$ cat config.mk
export PLATFORM = sky130hd
export DESIGN_NAME = lfuttl_lookup
export DESIGN_NICKNAME = d
export VERILOG_FILES = /design/src/hdl/lfuttl_pkg.sv /design/src/hdl/lfuttl_lookup.sv
export SDC_FILE = /design/constraint.sdc
export NUM_CORES = 1
export LEC_CHECK = 0
export BUFFER_PORTS_ARGS = -buffer_cell sky130_fd_sc_hd__buf_2
export CAP_MARGIN = 20
export CORE_MARGIN = 2
export CORE_UTILIZATION = 48
export DETAILED_ROUTE_END_ITERATION = 12
export GPL_TIMING_DRIVEN = 0
export PLACE_DENSITY = 0.95
export RECOVER_POWER = 50
export SETUP_SLACK_MARGIN = 0.2
export SLEW_MARGIN = 0
export SYNTH_ARGS = -nofsm -noshare
export SYNTH_HDL_FRONTEND = slang
export SYNTH_SLANG_ARGS = --single-unit
$ cat constraint.sdc
create_clock -name vclk -period 18.4
set_clock_uncertainty 0.15 [all_clocks]
set_input_delay 3.68 -clock vclk [all_inputs]
set_output_delay 3.68 -clock vclk [all_outputs]
set_load 0.02 [all_outputs]
$ cat src/hdl/lfuttl_pkg.sv
// Shared types and constants for the LFU/TTL set-associative cache.
package lfuttl_pkg;

  localparam int TAG_W  = 23;
  localparam int DATA_W = 32;
  localparam int FREQ_W = 16;
  localparam int TTL_W  = 16;

  typedef logic [TAG_W-1:0]         tag_t;
  typedef logic signed [DATA_W-1:0] data_t;
  typedef logic [FREQ_W-1:0]        freq_t;
  typedef logic [TTL_W-1:0]         ttl_t;

  localparam freq_t FREQ_MAX       = '1;
  localparam freq_t FREQ_FILL      = freq_t'(1);
  localparam ttl_t  LIFETIME_RESET = ttl_t'(300);

  typedef struct packed {
    logic go;
    logic fill;
  } access_t;

  function automatic freq_t freq_bump(input freq_t f);
    freq_bump = (f == FREQ_MAX) ? f : f + freq_t'(1);
  endfunction

endpackage

$ cat src/hdl/lfuttl_lookup.sv
// Tag match across the ways of one set and least-frequently-used victim choice.
module lfuttl_lookup #(
  parameter int WAYS  = 4,
  parameter int WAY_W = 2
) (
  input  logic [WAYS-1:0]   valid_row,
  input  lfuttl_pkg::tag_t  tags  [WAYS],
  input  lfuttl_pkg::freq_t freqs [WAYS],
  input  lfuttl_pkg::tag_t  req_tag,
  input  logic              req_fits,
  output logic              hit,
  output logic [WAY_W-1:0]  hit_way,
  output logic [WAY_W-1:0]  victim_way
);
  import lfuttl_pkg::*;

  logic  found_inv;
  freq_t best_freq;

  always_comb begin
    hit     = 1'b0;
    hit_way = '0;
    for (int w = 0; w < WAYS; w++) begin
      if (!hit && valid_row[w] && req_fits && (tags[w] == req_tag)) begin
        hit     = 1'b1;
        hit_way = WAY_W'(w);
      end
    end
  end

  always_comb begin
    found_inv  = 1'b0;
    victim_way = '0;
    best_freq  = freqs[0];
    for (int w = 0; w < WAYS; w++) begin
      if (!found_inv) begin
        if (!valid_row[w]) begin
          found_inv  = 1'b1;
          victim_way = WAY_W'(w);
        end else if (w == 0 || freqs[w] < best_freq) begin
          best_freq  = freqs[w];
          victim_way = WAY_W'(w);
        end
      end
    end
  end

endmodule

==> flow_metrics.env <==
export IMPL_ys_warn_count=0
export IMPL_power_share_switching=0.491
export IMPL_min_path_cells=3
export IMPL_antenna_found_initial=1
export IMPL_hold_end="victim_way[1]"
export IMPL_drive_above_1_share=0.394
export IMPL_synth_most_common_cell="xor2_1"
export IMPL_io_pins=189
export IMPL_grt_pass1_vias=3290
export IMPL_antenna_left=0
export IMPL_hold_viol_final=0
export IMPL_p_per_area_nw_per_um2=24.5
export IMPL_synth_top_area_share=0.204
export IMPL_worst_pin_slew_ps=524
export IMPL_combPwrFrac=1.000
export IMPL_synth_fp_nets=567
export IMPL_dieHeight_um=79.8
export IMPL_min_period_ps=13980
export IMPL_yosys_area_top_type="ha_1"
export IMPL_synth_xor_area_share=0.292
export IMPL_start_util=0.497
export IMPL_synth_area_um2=2760
export IMPL_seq_cell_count=0
export IMPL_p_switching_mw=0.0456
export IMPL_ff_latch_area_um2=0
export IMPL_fin_nets=757
export IMPL_drv_slew=0
export IMPL_max_cap_violations=0
export IMPL_clock_buffers=0
export IMPL_worstPathRequired_ps=14570
export IMPL_yosysUniqueCellTypes=51
export IMPL_crit_path_start_kind="input port"
export IMPL_drt_pass1_iter_count=4
export IMPL_leakage_nw=2.08
export IMPL_synthCells=338
export IMPL_setup_violations=0
export IMPL_grt_usage=0.279
export IMPL_drtIter0Drc=149
export IMPL_cts_hold_fix_buffers=0
export IMPL_cp_arrival_ps=10150
export IMPL_rows=27
export IMPL_critPathCaptureType="output port"
export IMPL_drc=0
export IMPL_grt_ovfl_total=0
export IMPL_hpwl_mm=8.75
export IMPL_die_w_um=79.8
export IMPL_synth_seq_area_share=0
export IMPL_grt_pass1_wl_mm=14.3
export IMPL_fmax_mhz=71.5
export IMPL_cts_resized=0
export IMPL_syn_avg_cell_area_um2=8.15
export IMPL_peakVddDrop_mv=0.0151
export IMPL_fp_dieArea_um2=6360
export IMPL_fin_crit_sh=0.760
export IMPL_slew_limit_headroom=0.647
export IMPL_grt_max_degree=11
export IMPL_hp_class="input port to output port"
export IMPL_p_int_mw=0.0473
export IMPL_synth_top_family_by_area="XOR/XNOR gates"
export IMPL_synthSimpleGateAreaFrac=0.172
export IMPL_synth_common_cells="xor2_1 (48), ha_1 (45), xnor2_1 (44), inv_1 (33), nand4_1 (18)"
export IMPL_critical_path_class="input port to output port"
export IMPL_synth_compound_area_frac=0.149
export IMPL_num_vias=3300
export IMPL_cp_max_fo=10
export IMPL_routed_wirelength_mm=9.55
export IMPL_synth_area_mux_share=0.129
export IMPL_status="completed"
export IMPL_synthTopCellsByArea="ha_1 (20%), xor2_1 (15%), xnor2_1 (14%)"
export IMPL_wl_per_cell_um=15.9
export IMPL_dp_cells=598
export IMPL_port_buffers=188
export IMPL_synth_adder_area_share=0.204
export IMPL_rsz0062_at_grt="false"
export IMPL_min_delay_start="valid_row[2]"
export IMPL_tns_ps=0
export IMPL_area_growth_pct=37.4
export IMPL_clockPowerShare=0
export IMPL_viasPerCell=5.51
export IMPL_cts_setup_buffers=0
export IMPL_core_area_um2=5540
export IMPL_p_seq_frac=0
export IMPL_gp_congestion=0.907
export IMPL_timing_hold_ws_ps=7570
export IMPL_finalPower_mw=0.0929
export IMPL_layout_cells_non_filler=599
[critical path, cell delays in order]
cell       delay, ps
buf_2             90
inv_1             40
ha_1             300
and4_1           230
o21ai_1           70
a211o_1          300
and3b_1          190
o21ai_2          360
buf_4            300
mux2i_1          270
ha_1             290
a21o_1           200
a2111oi_4        370
nor2_1           120
or4_4            510
a31oi_4          220
o21bai_4         140
buf_6            190
mux2_4           300
ha_1             300
a21o_1           190
a21o_1           170
a21o_1           170
a21o_1           180
a221oi_1         380
o221ai_1         210
a31oi_1          190
buf_2            200
[power groups by stage]
stage | combinational, mW | clock (mW) | sequential [mW]
CTS | 0.0926 | 0 | 0
global route | 0.102 | 0.00000000727 | 0
global placement | 0.0882 | 0 | 0
floorplan | 0.0528 | 0 | 0
detailed placement | 0.0921 | 0 | 0
finish | 0.0929 | 0.00000000728 | 0
[cells by family (layout without fill, tap and decap cells)]
group | Yosys count | after routing
muxes | 30 | 30
xor gates and xnor gates | 92 | 92
buffers and inverters | 36 | 224
other | 0 | 1
AOI/OAI and AO/OA | 52 | 52
adders and majority gates | 45 | 45
and+or+nand+nor | 83 | 83
[metrics by stage]
| stage | worst slack [ps] | instance area (um2) | util |
|---|---|---|---|
| after floorplan | 5180 | 2760 | - |
| final | 4420 | 3790 | 0.683 |
| after CTS | 4470 | 3790 | 0.683 |
| after global placement | 4640 | 3790 | 0.683 |
| after global routing | 4170 | 3790 | 0.683 |
| after detailed placement | 4480 | 3790 | 0.683 |
[layout make-up]
type                            count  area (um2)
Antenna cell                        1        2.50
Buffer                              3        22.5
Fill cell                         487        1750
Inverter                           33         124
Multi-Input combinational cell    302        2610
Tap cell                           72        90.1
Timing Repair Buffer              188         938
[worst max path at each step]
stage | start | depth (start not counted) | slack (ps) | end
global placement | freqs[59] | 28 | 4640 | victim_way[1]
detailed placement | freqs[59] | 28 | 4480 | victim_way[1]
CTS | freqs[59] | 28 | 4470 | victim_way[1]
global route | freqs[59] | 28 | 4170 | victim_way[1]
finish | freqs[59] | 28 | 4420 | victim_way[1]
floorplan | freqs[59] | 26 | 5180 | victim_way[1]
[metal layers]
metal	track usage	up-vias	share of wire
met3	0.0283	18	0.062
met2	0.557	134	0.53
met5	0	-	0
met4	0.0695	0	0.022
li1	-	1619	-
met1	0.309	1529	0.39
[layout by cell type (no fill, tap or decap), drive strengths merged, types with 3 or more instances in the layout]
master  instances
inv            33
mux2i          15
a31oi           3
a21oi           8
xnor2          44
o21ai          11
nor4           13
and4            4
a211oi          3
nor3            8
nor2           10
mux2           15
nand4          18
nand2           7
xor2           48
buf           188
clkbuf          3
nand3          11
ha             45
a21o            9
(Power assumes the default switching activity.)
