===== config.mk =====
export PLATFORM = sky130hd
export DESIGN_NAME = lfuttl_life
export DESIGN_NICKNAME = d
export VERILOG_FILES = /design/src/hdl/lfuttl_pkg.sv /design/src/hdl/lfuttl_life.sv
export SDC_FILE = /design/constraint.sdc
export NUM_CORES = 2
export LEC_CHECK = 0
export ABC_AREA = 1
export ABC_CLOCK_PERIOD_IN_PS = 4200
export BUFFER_PORTS_ARGS = -buffer_cell sky130_fd_sc_hd__buf_2
export CORE_MARGIN = 2
export CORE_UTILIZATION = 65
export CTS_BUF_LIST = sky130_fd_sc_hd__clkbuf_2 sky130_fd_sc_hd__clkbuf_4 sky130_fd_sc_hd__clkbuf_8
export DETAILED_ROUTE_END_ITERATION = 6
export PLACE_DENSITY = 0.77
export SLEW_MARGIN = 15
export SYNTH_ARGS = -nofsm -noshare
export SYNTH_HDL_FRONTEND = slang
export SYNTH_SLANG_ARGS = --single-unit
export TNS_END_PERCENT = 100

===== constraint.sdc =====
create_clock -name clk -period 4.2 [get_ports clk]
set_clock_uncertainty 0.15 [all_clocks]
set_input_delay 0.42 -clock clk [delete_from_list [all_inputs] [get_ports clk]]
set_output_delay 0.42 -clock clk [all_outputs]
set_load 0.005 [all_outputs]

===== src/hdl/lfuttl_pkg.sv =====
// Shared types and constants for the LFU/TTL set-associative cache.
package lfuttl_pkg;

  localparam int TAG_W  = 23;
  localparam int DATA_W = 32;
  localparam int FREQ_W = 16;
  localparam int TTL_W  = 16;

  typedef logic [TAG_W-1:0]         tag_t;
  typedef logic signed [DATA_W-1:0] data_t;
  typedef logic [FREQ_W-1:0]        freq_t;
  typedef logic [TTL_W-1:0]         ttl_t;

  localparam freq_t FREQ_MAX       = '1;
  localparam freq_t FREQ_FILL      = freq_t'(1);
  localparam ttl_t  LIFETIME_RESET = ttl_t'(300);

  typedef struct packed {
    logic go;
    logic fill;
  } access_t;

  function automatic freq_t freq_bump(input freq_t f);
    freq_bump = (f == FREQ_MAX) ? f : f + freq_t'(1);
  endfunction

endpackage


===== src/hdl/lfuttl_life.sv =====
// Valid bits and per-line lifetime counters, aged once per access.
module lfuttl_life #(
  parameter int NSETS = 16,
  parameter int WAYS  = 4,
  parameter int SET_W = 4,
  parameter int WAY_W = 2
) (
  input  logic                clk,
  input  logic                rst_n,
  input  lfuttl_pkg::access_t acc,
  input  logic [SET_W-1:0]    set,
  input  logic [WAY_W-1:0]    way,
  input  lfuttl_pkg::ttl_t    lifetime,
  output logic [WAYS-1:0]     valid_row
);
  import lfuttl_pkg::*;

  logic valid_r   [NSETS][WAYS];
  logic valid_nxt [NSETS][WAYS];
  ttl_t ttl_r     [NSETS][WAYS];
  ttl_t ttl_nxt   [NSETS][WAYS];

  always_comb begin
    for (int w = 0; w < WAYS; w++) begin
      valid_row[w] = valid_r[set][w];
    end
  end

  always_comb begin
    for (int s = 0; s < NSETS; s++) begin
      for (int w = 0; w < WAYS; w++) begin
        valid_nxt[s][w] = valid_r[s][w];
        ttl_nxt[s][w]   = ttl_r[s][w];
        if (acc.go && acc.fill && (set == SET_W'(s)) && (way == WAY_W'(w))) begin
          valid_nxt[s][w] = 1'b1;
          ttl_nxt[s][w]   = lifetime;
        end
        if (acc.go && valid_nxt[s][w] && (ttl_nxt[s][w] != '0)) begin
          ttl_nxt[s][w] = ttl_nxt[s][w] - ttl_t'(1);
          if (ttl_nxt[s][w] == '0) begin
            valid_nxt[s][w] = 1'b0;
          end
        end
      end
    end
  end

  always_ff @(posedge clk) begin
    for (int s = 0; s < NSETS; s++) begin
      for (int w = 0; w < WAYS; w++) begin
        if (!rst_n) begin
          valid_r[s][w] <= 1'b0;
          ttl_r[s][w]   <= '0;
        end else begin
          valid_r[s][w] <= valid_nxt[s][w];
          ttl_r[s][w]   <= ttl_nxt[s][w];
        end
      end
    end
  end

endmodule


==> impl_metrics.json <==
{
  "grt_pass1_vias": 81500,
  "synth_enable_flop_cells": 0,
  "initial_core_util_pct": 65.4,
  "io_buffers": 29,
  "synth_top_family_by_area": "simple AND/OR/NAND/NOR gates",
  "hpwl_um": 171000,
  "clk_path_buf_depth": 3,
  "die_y_um": 357,
  "die_w_um": 357,
  "fin_hold_ws_ns": 0.0728,
  "postCtsSetupRepairBufs": 0,
  "pwr-share-comb_pct": 10.7,
  "power.net_switching_w": 0.00673,
  "cts.sinks": 1088,
  "min_path_type": "input pin to register",
  "endpoint_kind": "register",
  "place_congestion": 1.00,
  "num_io_pins": 30,
  "async_flop_share_pct": 0,
  "track_usage_pct": 39.8,
  "worstSetupPathType": "input pin to register",
  "htree_levels": 4,
  "core.rowCount": 129,
  "relSlewSlack_pct": 27.1,
  "syn_area_um2": 80800,
  "cts_buffers": 195,
  "final_util_pct": 70.3,
  "antenna_found_initial": 11,
  "synthSimpleGateAreaFrac_pct": 37.3,
  "min_delay_worst_endpoint": "ttl_r[1][56]$_SDFF_PN0_",
  "viasPerCell": 5.78,
  "ys_ff_latch": 1088,
  "ir_drop_mv": 0.352,
  "maxCapViolCount": 0,
  "clock.fmax_mhz": 277,
  "synth-compound-area-share_pct": 20.2,
  "yosys-top-cells-count": "nand2_1 (3930), nor2_1 (2102), inv_1 (1667), o21ai_0 (1634), dfxtp_1 (1088)",
  "coreArea_um2": 123000,
  "grt_max_degree": 187,
  "syn_nets": 14200,
  "r2r-end": "ttl_r[1][60]$_SDFF_PN0_",
  "cts_tree": "done",
  "clkLatencyLatePin_ns": 0.95,
  "setup_viol": 0,
  "ys_warn_count": 0,
  "setup_tns_ns": 0,
  "clock_power_share_pct": 45.8,
  "holdPathStages": 5,
  "drive_gt1_share_pct": 6.67,
  "grt_pass1_wl_um": 413000,
  "synth-main-ff-cell": "dfxtp_1",
  "p_sw_share_pct": 28.2,
  "required_ns": 4.89,
  "drt_iter0_drc": 10100,
  "synth_most_common_cell": "nand2_1",
  "min_period_over_period_pct": 85.9,
  "cp-start-kind": "input pin",
  "wl_per_cell_um": 16.8,
  "synth_area_per_cell_um2": 5.71,
  "first_pass_iters": 7,
  "synthMuxAreaShare_pct": 0,
  "synth_top_area_cell": "dfxtp_1",
  "leakage_nw": 48.1,
  "synthTopCellsByArea": "dfxtp_1 (27%), nand2_1 (18%), o21ai_0 (10%)",
  "status": "finished, final reports clean",
  "fin_crit_ns": 3.61,
  "ff2ff_setup_slack_ns": 1.57,
  "dieArea_um2": 127000,
  "fin_nets": 14100,
  "synth-seq-area-share_pct": 27.0,
  "routed_wl_um": 264000,
  "antenna_left": 0,
  "drc": 0,
  "netlist_instances": 14100,
  "slew_viol_final": 0,
  "yosysUniqueCellTypes": 55,
  "grt_overflow": 0,
  "hp-start": "lifetime[8]",
  "synth_top_cell_area_share_pct": 27.0,
  "cp_max_fo": 45,
  "synth_xor_area_share_pct": 2.57,
  "yosys.area_share.adder_pct": 0.991,
  "powerDensity_nw_per_um2": 275,
  "rsz0062_at_grt": "no",
  "reg2reg_from": "ttl_r[1][54]$_SDFF_PN0_",
  "reg2reg_depth": 12,
  "intPower_w": 0.0171,
  "cts_root_buf": "clkbuf_8",
  "crit_arrival_ns": 4.30,
  "syn_to_final_growth_pct": 7.46,
  "clkTransAtPathRegs_ns": 0.06,
  "nFillCells": 11600,
  "tightest_slew_ns": 1.09,
  "hold_violations": 0,
  "vias": 91100,
  "share_seq_of_total_power_pct": 43.5
}
==> layout by cell type, fill, tap and decap left out, types with 146 or more instances in the layout <==
cell type,n
clkbuf_8,249
buf_4,259
inv_1,1654
nand3_1,640
o21ai_1,275
dfxtp_1,1088
a21oi_1,739
nor2_1,2101
xor2_1,208
a211oi_1,146
nand2_1,3930
nand4_1,294
o21ai_0,1634
==> worst max path at each step <==
| stage | cells past startpoint | slack, ns | start | endpoint |
|---|---|---|---|---|
| global route | 18 | 0.26 | acc[1] | valid_r[4][0]$_DFF_P_ |
| CTS | 17 | 0.76 | acc[1] | ttl_r[1][136]$_SDFF_PN0_ |
| finish | 18 | 0.59 | acc[1] | valid_r[4][0]$_DFF_P_ |
| detailed placement | 15 | 0.09 | set[3] | ttl_r[1][136]$_SDFF_PN0_ |
| floorplan | 19 | 1.03 | lifetime[0] | valid_r[11][0]$_DFF_P_ |
| global placement | 16 | 0.17 | set[3] | ttl_r[1][128]$_SDFF_PN0_ |
==> kinds of logic after synthesis <==
family                   Yosys count
flip-flops                      1088
XOR/XNOR                         237
AO/OA/AOI/OAI                   3050
AND/OR/NAND/NOR                 7286
buffers and inverters           2415
adder cells (fa/ha/maj)           64
==> power groups by stage <==
| stage | clock [W] | sequential (W) | combinational (W) |
|---|---|---|---|
| after floorplan | 0 | 0.0106 | 0.00155 |
| after global placement | 0 | 0.0106 | 0.00240 |
| after detailed placement | 0 | 0.0106 | 0.00243 |
| after CTS | 0.0110 | 0.0104 | 0.00245 |
| after global routing | 0.0114 | 0.0104 | 0.00272 |
| final | 0.0109 | 0.0104 | 0.00255 |
==> per-stage QoR <==
step | instances | setup WS, ns | instance area, um^2 | power [W]
after floorplan | 14100 | 1.03 | 80800 | 0.0121
after global placement | 15400 | 0.167 | 82500 | 0.0130
after detailed placement | 15400 | 0.0877 | 82500 | 0.0130
after CTS | 15800 | 0.755 | 86800 | 0.0238
after global routing | 15800 | 0.256 | 86800 | 0.0245
final | 15800 | 0.592 | 86800 | 0.0239
==> layer usage <==
| layer | up-vias | wire length [um] | track usage (%) |
|---|---|---|---|
| met2 | 4336 | 115000 | 64.0 |
| met3 | 873 | 28700 | 7.33 |
| met5 | - | 8 | 0 |
| met4 | 2 | 14800 | 21.9 |
| li1 | 45200 | - | - |
| met1 | 40700 | 106000 | 50.2 |
==> flip-flops by register name (all words and copies together), names as in the netlist <==
name and cells:
ttl_r 1024, valid_r 64
==> area by class of cell <==
| type | count | area, um^2 | area share (%) |
|---|---|---|---|
| Sequential cell | 1088 | 21800 | 25.1 |
| Multi-Input combinational cell | 10600 | 49400 | 56.9 |
| Tap cell | 1637 | 2050 | 2.36 |
| Antenna cell | 12 | 30.0 | 0.0346 |
| Clock buffer | 311 | 3890 | 4.48 |
| Inverter | 1722 | 6500 | 7.48 |
| Timing Repair Buffer | 324 | 2920 | 3.36 |
| Clock inverter | 32 | 292 | 0.336 |
==> repair_timing <==
action | CTS | global route
hold endpoints to repair | 114 | 0
gates resized for setup | 0 | 0
hold buffers | 8 | 0
==> worst max-delay path, stage by stage <==
cell	delay (ns)
dlygate4sd3_1	0.52
buf_4	0.12
nand2_4	0.13
nor2_4	0.16
buf_12	0.23
buf_4	0.34
nand3_2	0.19
buf_4	0.30
o21ai_0	0.39
nor2_1	0.08
nand2_1	0.14
nor2_1	0.10
nand3_1	0.16
inv_1	0.07
nor2_2	0.48
nand3_1	0.20
nor2_1	0.14
a21oi_1	0.08
Note: power is estimated with default switching activity, not from simulation.
