==> src/hdl/lfuttl_pkg.sv <==
// Shared types and constants for the LFU/TTL set-associative cache.
package lfuttl_pkg;

  localparam int TAG_W  = 23;
  localparam int DATA_W = 32;
  localparam int FREQ_W = 16;
  localparam int TTL_W  = 16;

  typedef logic [TAG_W-1:0]         tag_t;
  typedef logic signed [DATA_W-1:0] data_t;
  typedef logic [FREQ_W-1:0]        freq_t;
  typedef logic [TTL_W-1:0]         ttl_t;

  localparam freq_t FREQ_MAX       = '1;
  localparam freq_t FREQ_FILL      = freq_t'(1);
  localparam ttl_t  LIFETIME_RESET = ttl_t'(300);

  typedef struct packed {
    logic go;
    logic fill;
  } access_t;

  function automatic freq_t freq_bump(input freq_t f);
    freq_bump = (f == FREQ_MAX) ? f : f + freq_t'(1);
  endfunction

endpackage

==> src/hdl/lfuttl_store.sv <==
// Per-way tag, data and frequency memories with registered row read and write bypass.
module lfuttl_store #(
  parameter int NSETS = 16,
  parameter int WAYS  = 4,
  parameter int SET_W = 4,
  parameter int WAY_W = 2
) (
  input  logic                  clk,
  input  logic [SET_W-1:0]      rd_set,
  input  lfuttl_pkg::access_t   wr_acc,
  input  logic [SET_W-1:0]      wr_set,
  input  logic [WAY_W-1:0]      wr_way,
  input  lfuttl_pkg::tag_t      wr_tag,
  input  lfuttl_pkg::data_t     wr_data,
  input  lfuttl_pkg::freq_t     wr_freq,
  output lfuttl_pkg::tag_t      rd_tag  [WAYS],
  output lfuttl_pkg::data_t     rd_data [WAYS],
  output lfuttl_pkg::freq_t     rd_freq [WAYS]
);
  import lfuttl_pkg::*;

  for (genvar w = 0; w < WAYS; w++) begin : g_way
    tag_t  tag_mem  [NSETS];
    data_t data_mem [NSETS];
    freq_t freq_mem [NSETS];
    tag_t  tag_q_r;
    data_t data_q_r;
    freq_t freq_q_r;
    tag_t  tag_byp_r;
    data_t data_byp_r;
    freq_t freq_byp_r;
    logic  line_byp_r;
    logic  freq_byp_en_r;
    logic  freq_we;
    logic  line_we;

    assign freq_we = wr_acc.go && (wr_way == WAY_W'(w));
    assign line_we = freq_we && wr_acc.fill;

    always_ff @(posedge clk) begin
      if (freq_we) begin
        freq_mem[wr_set] <= wr_freq;
      end
      if (line_we) begin
        tag_mem[wr_set]  <= wr_tag;
        data_mem[wr_set] <= wr_data;
      end
      tag_q_r       <= tag_mem[rd_set];
      data_q_r      <= data_mem[rd_set];
      freq_q_r      <= freq_mem[rd_set];
      freq_byp_en_r <= freq_we && (wr_set == rd_set);
      line_byp_r    <= line_we && (wr_set == rd_set);
      tag_byp_r     <= wr_tag;
      data_byp_r    <= wr_data;
      freq_byp_r    <= wr_freq;
    end

    assign rd_tag[w]  = line_byp_r    ? tag_byp_r  : tag_q_r;
    assign rd_data[w] = line_byp_r    ? data_byp_r : data_q_r;
    assign rd_freq[w] = freq_byp_en_r ? freq_byp_r : freq_q_r;
  end

endmodule

==> config.mk <==
export PLATFORM = sky130hd
export DESIGN_NAME = lfuttl_store
export DESIGN_NICKNAME = d
export VERILOG_FILES = /design/src/hdl/lfuttl_pkg.sv /design/src/hdl/lfuttl_store.sv
export SDC_FILE = /design/constraint.sdc
export NUM_CORES = 2
export LEC_CHECK = 0
export ABC_AREA = 0
export BUFFER_PORTS_ARGS = -buffer_cell sky130_fd_sc_hd__buf_4
export CAP_MARGIN = 25
export CORE_AREA = 2 2 700 1051
export CTS_CLUSTER_SIZE = 16
export DETAILED_ROUTE_END_ITERATION = 16
export DIE_AREA = 0 0 702 1053
export REMOVE_ABC_BUFFERS = 1
export SETUP_SLACK_MARGIN = 0.05
export SKIP_LAST_GASP = 1
export SLEW_MARGIN = 20
export SYNTH_ARGS = -nofsm -noshare
export SYNTH_HDL_FRONTEND = slang
export SYNTH_MEMORY_MAX_BITS = 65536
export SYNTH_SLANG_ARGS = --single-unit
==> constraint.sdc <==
create_clock -name clk -period 5.65 [get_ports clk]
set_input_delay 1.13 -clock clk [delete_from_list [all_inputs] [get_ports clk]]
set_output_delay 1.13 -clock clk [all_outputs]
set_load 0.03 [all_outputs]
==> flow_summary_export.csv <==
group,metric,value,unit
outcome,outcome,"complete, no violations",
floorplan,fp.dieW,702,um
placement,port_buffers,367,
clocking,cts_tree,"built",
sta,min_period_over_period,78.0,%
power,leakagePower,0.0663,uW
clocking,cts_sinks,4907,
placement,hpwl,329000,um
power,p_sw_share,22.3,%
global_route,grt_pass1_wl,737000,um
setup_path,crit-reg2reg-launch,"g_way[0].data_mem[3][29]",
setup_path,required,4.52,ns
logic_synthesis,netlist_area,182000,um^2
setup_path,crit_slowest_cell,"dfxtp_4",
global_route,grt_max_degree,87,
final_layout,areaGrowthSynthToFinish,17.6,%
drt,drt_iter0_drc,9999,
setup_path,path_cells,"buf_4 -> mux2_2 -> buf_4",
logic_synthesis,ys_ff_latch,4907,
drt,via_per_inst,4.65,
setup_path,crit_start,"g_way[1].line_byp_r",
final_layout,multi_input_area,36700,um^2
setup_path,cp-start-kind,"flop",
setup_path,reg2regPathDepth,3,
clocking,cts.reportedPaths.clkPinSlew,0.07,ns
final_layout,stdcell_count,18900,
sta,setup_violations,0,
setup_path,critPathArrivalTime,3.28,ns
setup_path,r2r_end,"g_way[0].data_q_r[29]",
drt,drt-total-wl,544000,um
final_layout,nFillCells,70600,
sta,slew_headroom,24.0,%
sta,worst_pin_slew,1.14,ns
floorplan,core_region_area,730000,um^2
global_route,antenna_found_initial,60,
setup_path,crit_cells,3,
final_layout,final_layout_size_suffix_gt1_share,32.9,%
power,switchingPower,16800,uW
clocking,cts_setup_buffers,0,
setup_path,cp_top_family,"flip-flops",
placement,place_congestion,0.772,
clocking,h-tree-depth,5,
logic_synthesis,syn_area_per_cell,22.6,um^2
clocking,cts_resized,0,
sta,final_hold_viol_count,0,
setup_path,worst-path-buf-inv,2,
drt,drcViolationCount,0,
placement,dp_cells,18000,
drt,top_layer,"met5",
clocking,cts-root-buf,"clkbuf_16",
sta,finClkSkew,0.115,ns
clocking,clock_latency,1.10,ns
drt,vias,87700,
logic_synthesis,synth.yosys.warnings,0,
min_path,hold_class,"in2reg",
power,powerDensity,351,nW/um^2
global_route,grt_usage,14.3,%
setup_path,endpoint,"rd_data[74]",
sta,fmax,0.227,GHz
power,comb_power_share,5.7,%
setup_path,cpPeakStageDelay,0.96,ns
final_layout,finalNetCount,8849,
flow_run,cap_violations,0,
clocking,cts_made_buffers,440,
global_route,grt_overflow,0,
drt,wl_met3,39700,um
drt,ant_nets,0,
setup_path,worstSetupPathType,"reg2out",
drt,wl_per_cell,28.9,um
power,pwr-share-clk,40.6,%
clocking,cts_max_path_buffers,4,
sta,rsz0062_at_grt,"no",
power,peakVddDrop,0.296,mV
floorplan,ios,368,
floorplan,dieArea,739000,um^2
power,finalPower,75200,uW
logic_synthesis,synth_cell_types,29,
drt,drt_pass1_iterations,6,
sta,fin_crit,4.41,ns
global_route,grt_pass1_vias,88000,
setup_path,crit_path_end_kind,"output port",
clocking,holdBufCountCts,0,
setup_path,path_common_cell,"buf_4",
setup_path,ff2ff_setup_slack,3.76,ns
logic_synthesis,synthCells,8050,
setup_path,crit_fanout,25,
floorplan,rows,385,
power,intPower,58500,uW
final_layout,seq_area,144000,um^2
drt,dr_wl_met2,282000,um
logic_synthesis,synth_seq_area_share,79.0,%
drt,met1Wirelength,202000,um
power,seqPwrFrac,53.7,%
floorplan,start_util,24.9,%
floorplan,fp.dieH,1050,um
sta,finalMaxSlewViolations,0,
==> cells by family after synthesis <==
family	after synthesis	share of synthesized area, %
muxes	1586	16.1
DFF	4907	79.0
AOI/OAI and AO/OA	630	2.60
xor gates and xnor gates	4	0.0192
buffers and inverters	454	1.17
and+or+nand+nor	469	1.17
==> routing by layer <==
layer / vias up / track usage [%]
met5: - / 0
met4: 24 / 4.87
met3: 778 / 2.49
met2: 3665 / 25.6
met1: 47900 / 17.2
li1: 35300 / -
==> per-stage QoR <==
| stage | hold slack (ns) | TNS (ns) | setup slack, ns | utilization, % | area, um^2 |
|---|---|---|---|---|---|
| after detailed placement | 0.651 | 0 | 1.49 | 27.3 | 199000 |
| after floorplan | 0.634 | -28.54 | -0.225 | - | 180000 |
| after CTS | 0.380 | 0 | 1.11 | 29.3 | 214000 |
| final | 0.440 | 0 | 1.24 | 29.3 | 214000 |
| after global placement | 0.646 | 0 | 1.52 | 27.3 | 199000 |
| after global routing | 0.468 | 0 | 1.16 | 29.3 | 214000 |
==> cell usage after synthesis <==
| master | instances | area (um^2) |
|---|---|---|
| edfxtp_1 | 4544 | 136000 |
| mux4_2 | 1022 | 23000 |
| mux2_2 | 493 | 5550 |
| a22oi_1 | 427 | 3210 |
| dfxtp_1 | 363 | 7270 |
| clkbuf_1 | 203 | 762 |
| buf_2 | 181 | 906 |
| nand2_1 | 176 | 661 |
| nor2_1 | 144 | 541 |
| nor2b_1 | 91 | 569 |
| o221ai_1 | 81 | 709 |
| mux2i_1 | 71 | 711 |
| o21ai_0 | 62 | 310 |
| buf_4 | 38 | 285 |
| nand2b_1 | 36 | 225 |
| a221oi_1 | 33 | 289 |
| buf_1 | 23 | 86.3 |
| o22a_1 | 19 | 166 |
| buf_6 | 8 | 90.1 |
| o22ai_1 | 8 | 50.1 |
| nand3_1 | 7 | 35.0 |
| or2_2 | 5 | 31.3 |
| xnor2_1 | 4 | 35.0 |
| and2_1 | 3 | 18.8 |
| nand4_1 | 3 | 18.8 |
| nand3b_1 | 2 | 15.0 |
| inv_1 | 1 | 3.75 |
| nor2_2 | 1 | 6.26 |
| or3b_1 | 1 | 8.76 |
==> power by group through the flow <==
stage,clock network [uW],registers [uW],logic (uW)
global placement,0,41200,4330
floorplan,0,40900,1950
detailed placement,0,41200,4370
CTS,31100,40400,4380
finish,30600,40400,4280
global route,32300,40400,4550
==> worst min path at each step <==
stage	slack (ns)	to	startpoint	cells after the start
detailed placement	0.65	g_way[1].tag_q_r[20]	g_way[1].tag_mem[14][20]	3
global placement	0.65	g_way[2].data_q_r[28]	g_way[2].data_mem[15][28]	3
CTS	0.38	g_way[3].data_byp_r[26]	wr_data[26]	1
finish	0.44	g_way[3].data_byp_r[1]	wr_data[1]	1
floorplan	0.63	g_way[3].tag_q_r[20]	g_way[3].tag_mem[12][20]	3
global route	0.47	g_way[3].data_byp_r[1]	wr_data[1]	1
==> cell usage in the layout (no fill, tap or decap), types with 78 or more instances in the layout <==
cell / n
mux2_2: 493
clkbuf_16: 441
clkbuf_1: 107
o221ai_1: 81
nor2b_1: 85
nor2_1: 78
mux4_2: 1022
edfxtp_1: 4544
nand2_1: 175
clkinv_2: 93
buf_12: 87
buf_4: 632
dfxtp_1: 359
a22oi_1: 427
==> registers in the layout (all words and copies together) (netlist names) <==
register,cells
g_way.freq_mem,1024
g_way.freq_byp_en_r,4
g_way.data_q_r,128
g_way.data_byp_r,32
g_way.freq_byp_r,16
g_way.freq_q_r,64
g_way.tag_q_r,92
g_way.tag_mem,1472
g_way.tag_byp_r,23
g_way.line_byp_r,4
g_way.data_mem,2048
==> final cells by class <==
cell class	instances	area share, %
Sequential cell	4907	67.1
Tap cell	9675	5.66
Timing Repair Buffer	726	3.09
Clock inverter	223	1.16
Multi-Input combinational cell	2689	17.2
Inverter	1	0.00175
Antenna cell	26	0.0304
Clock buffer	610	5.74
Note: power is estimated with default switching activity, not from simulation.
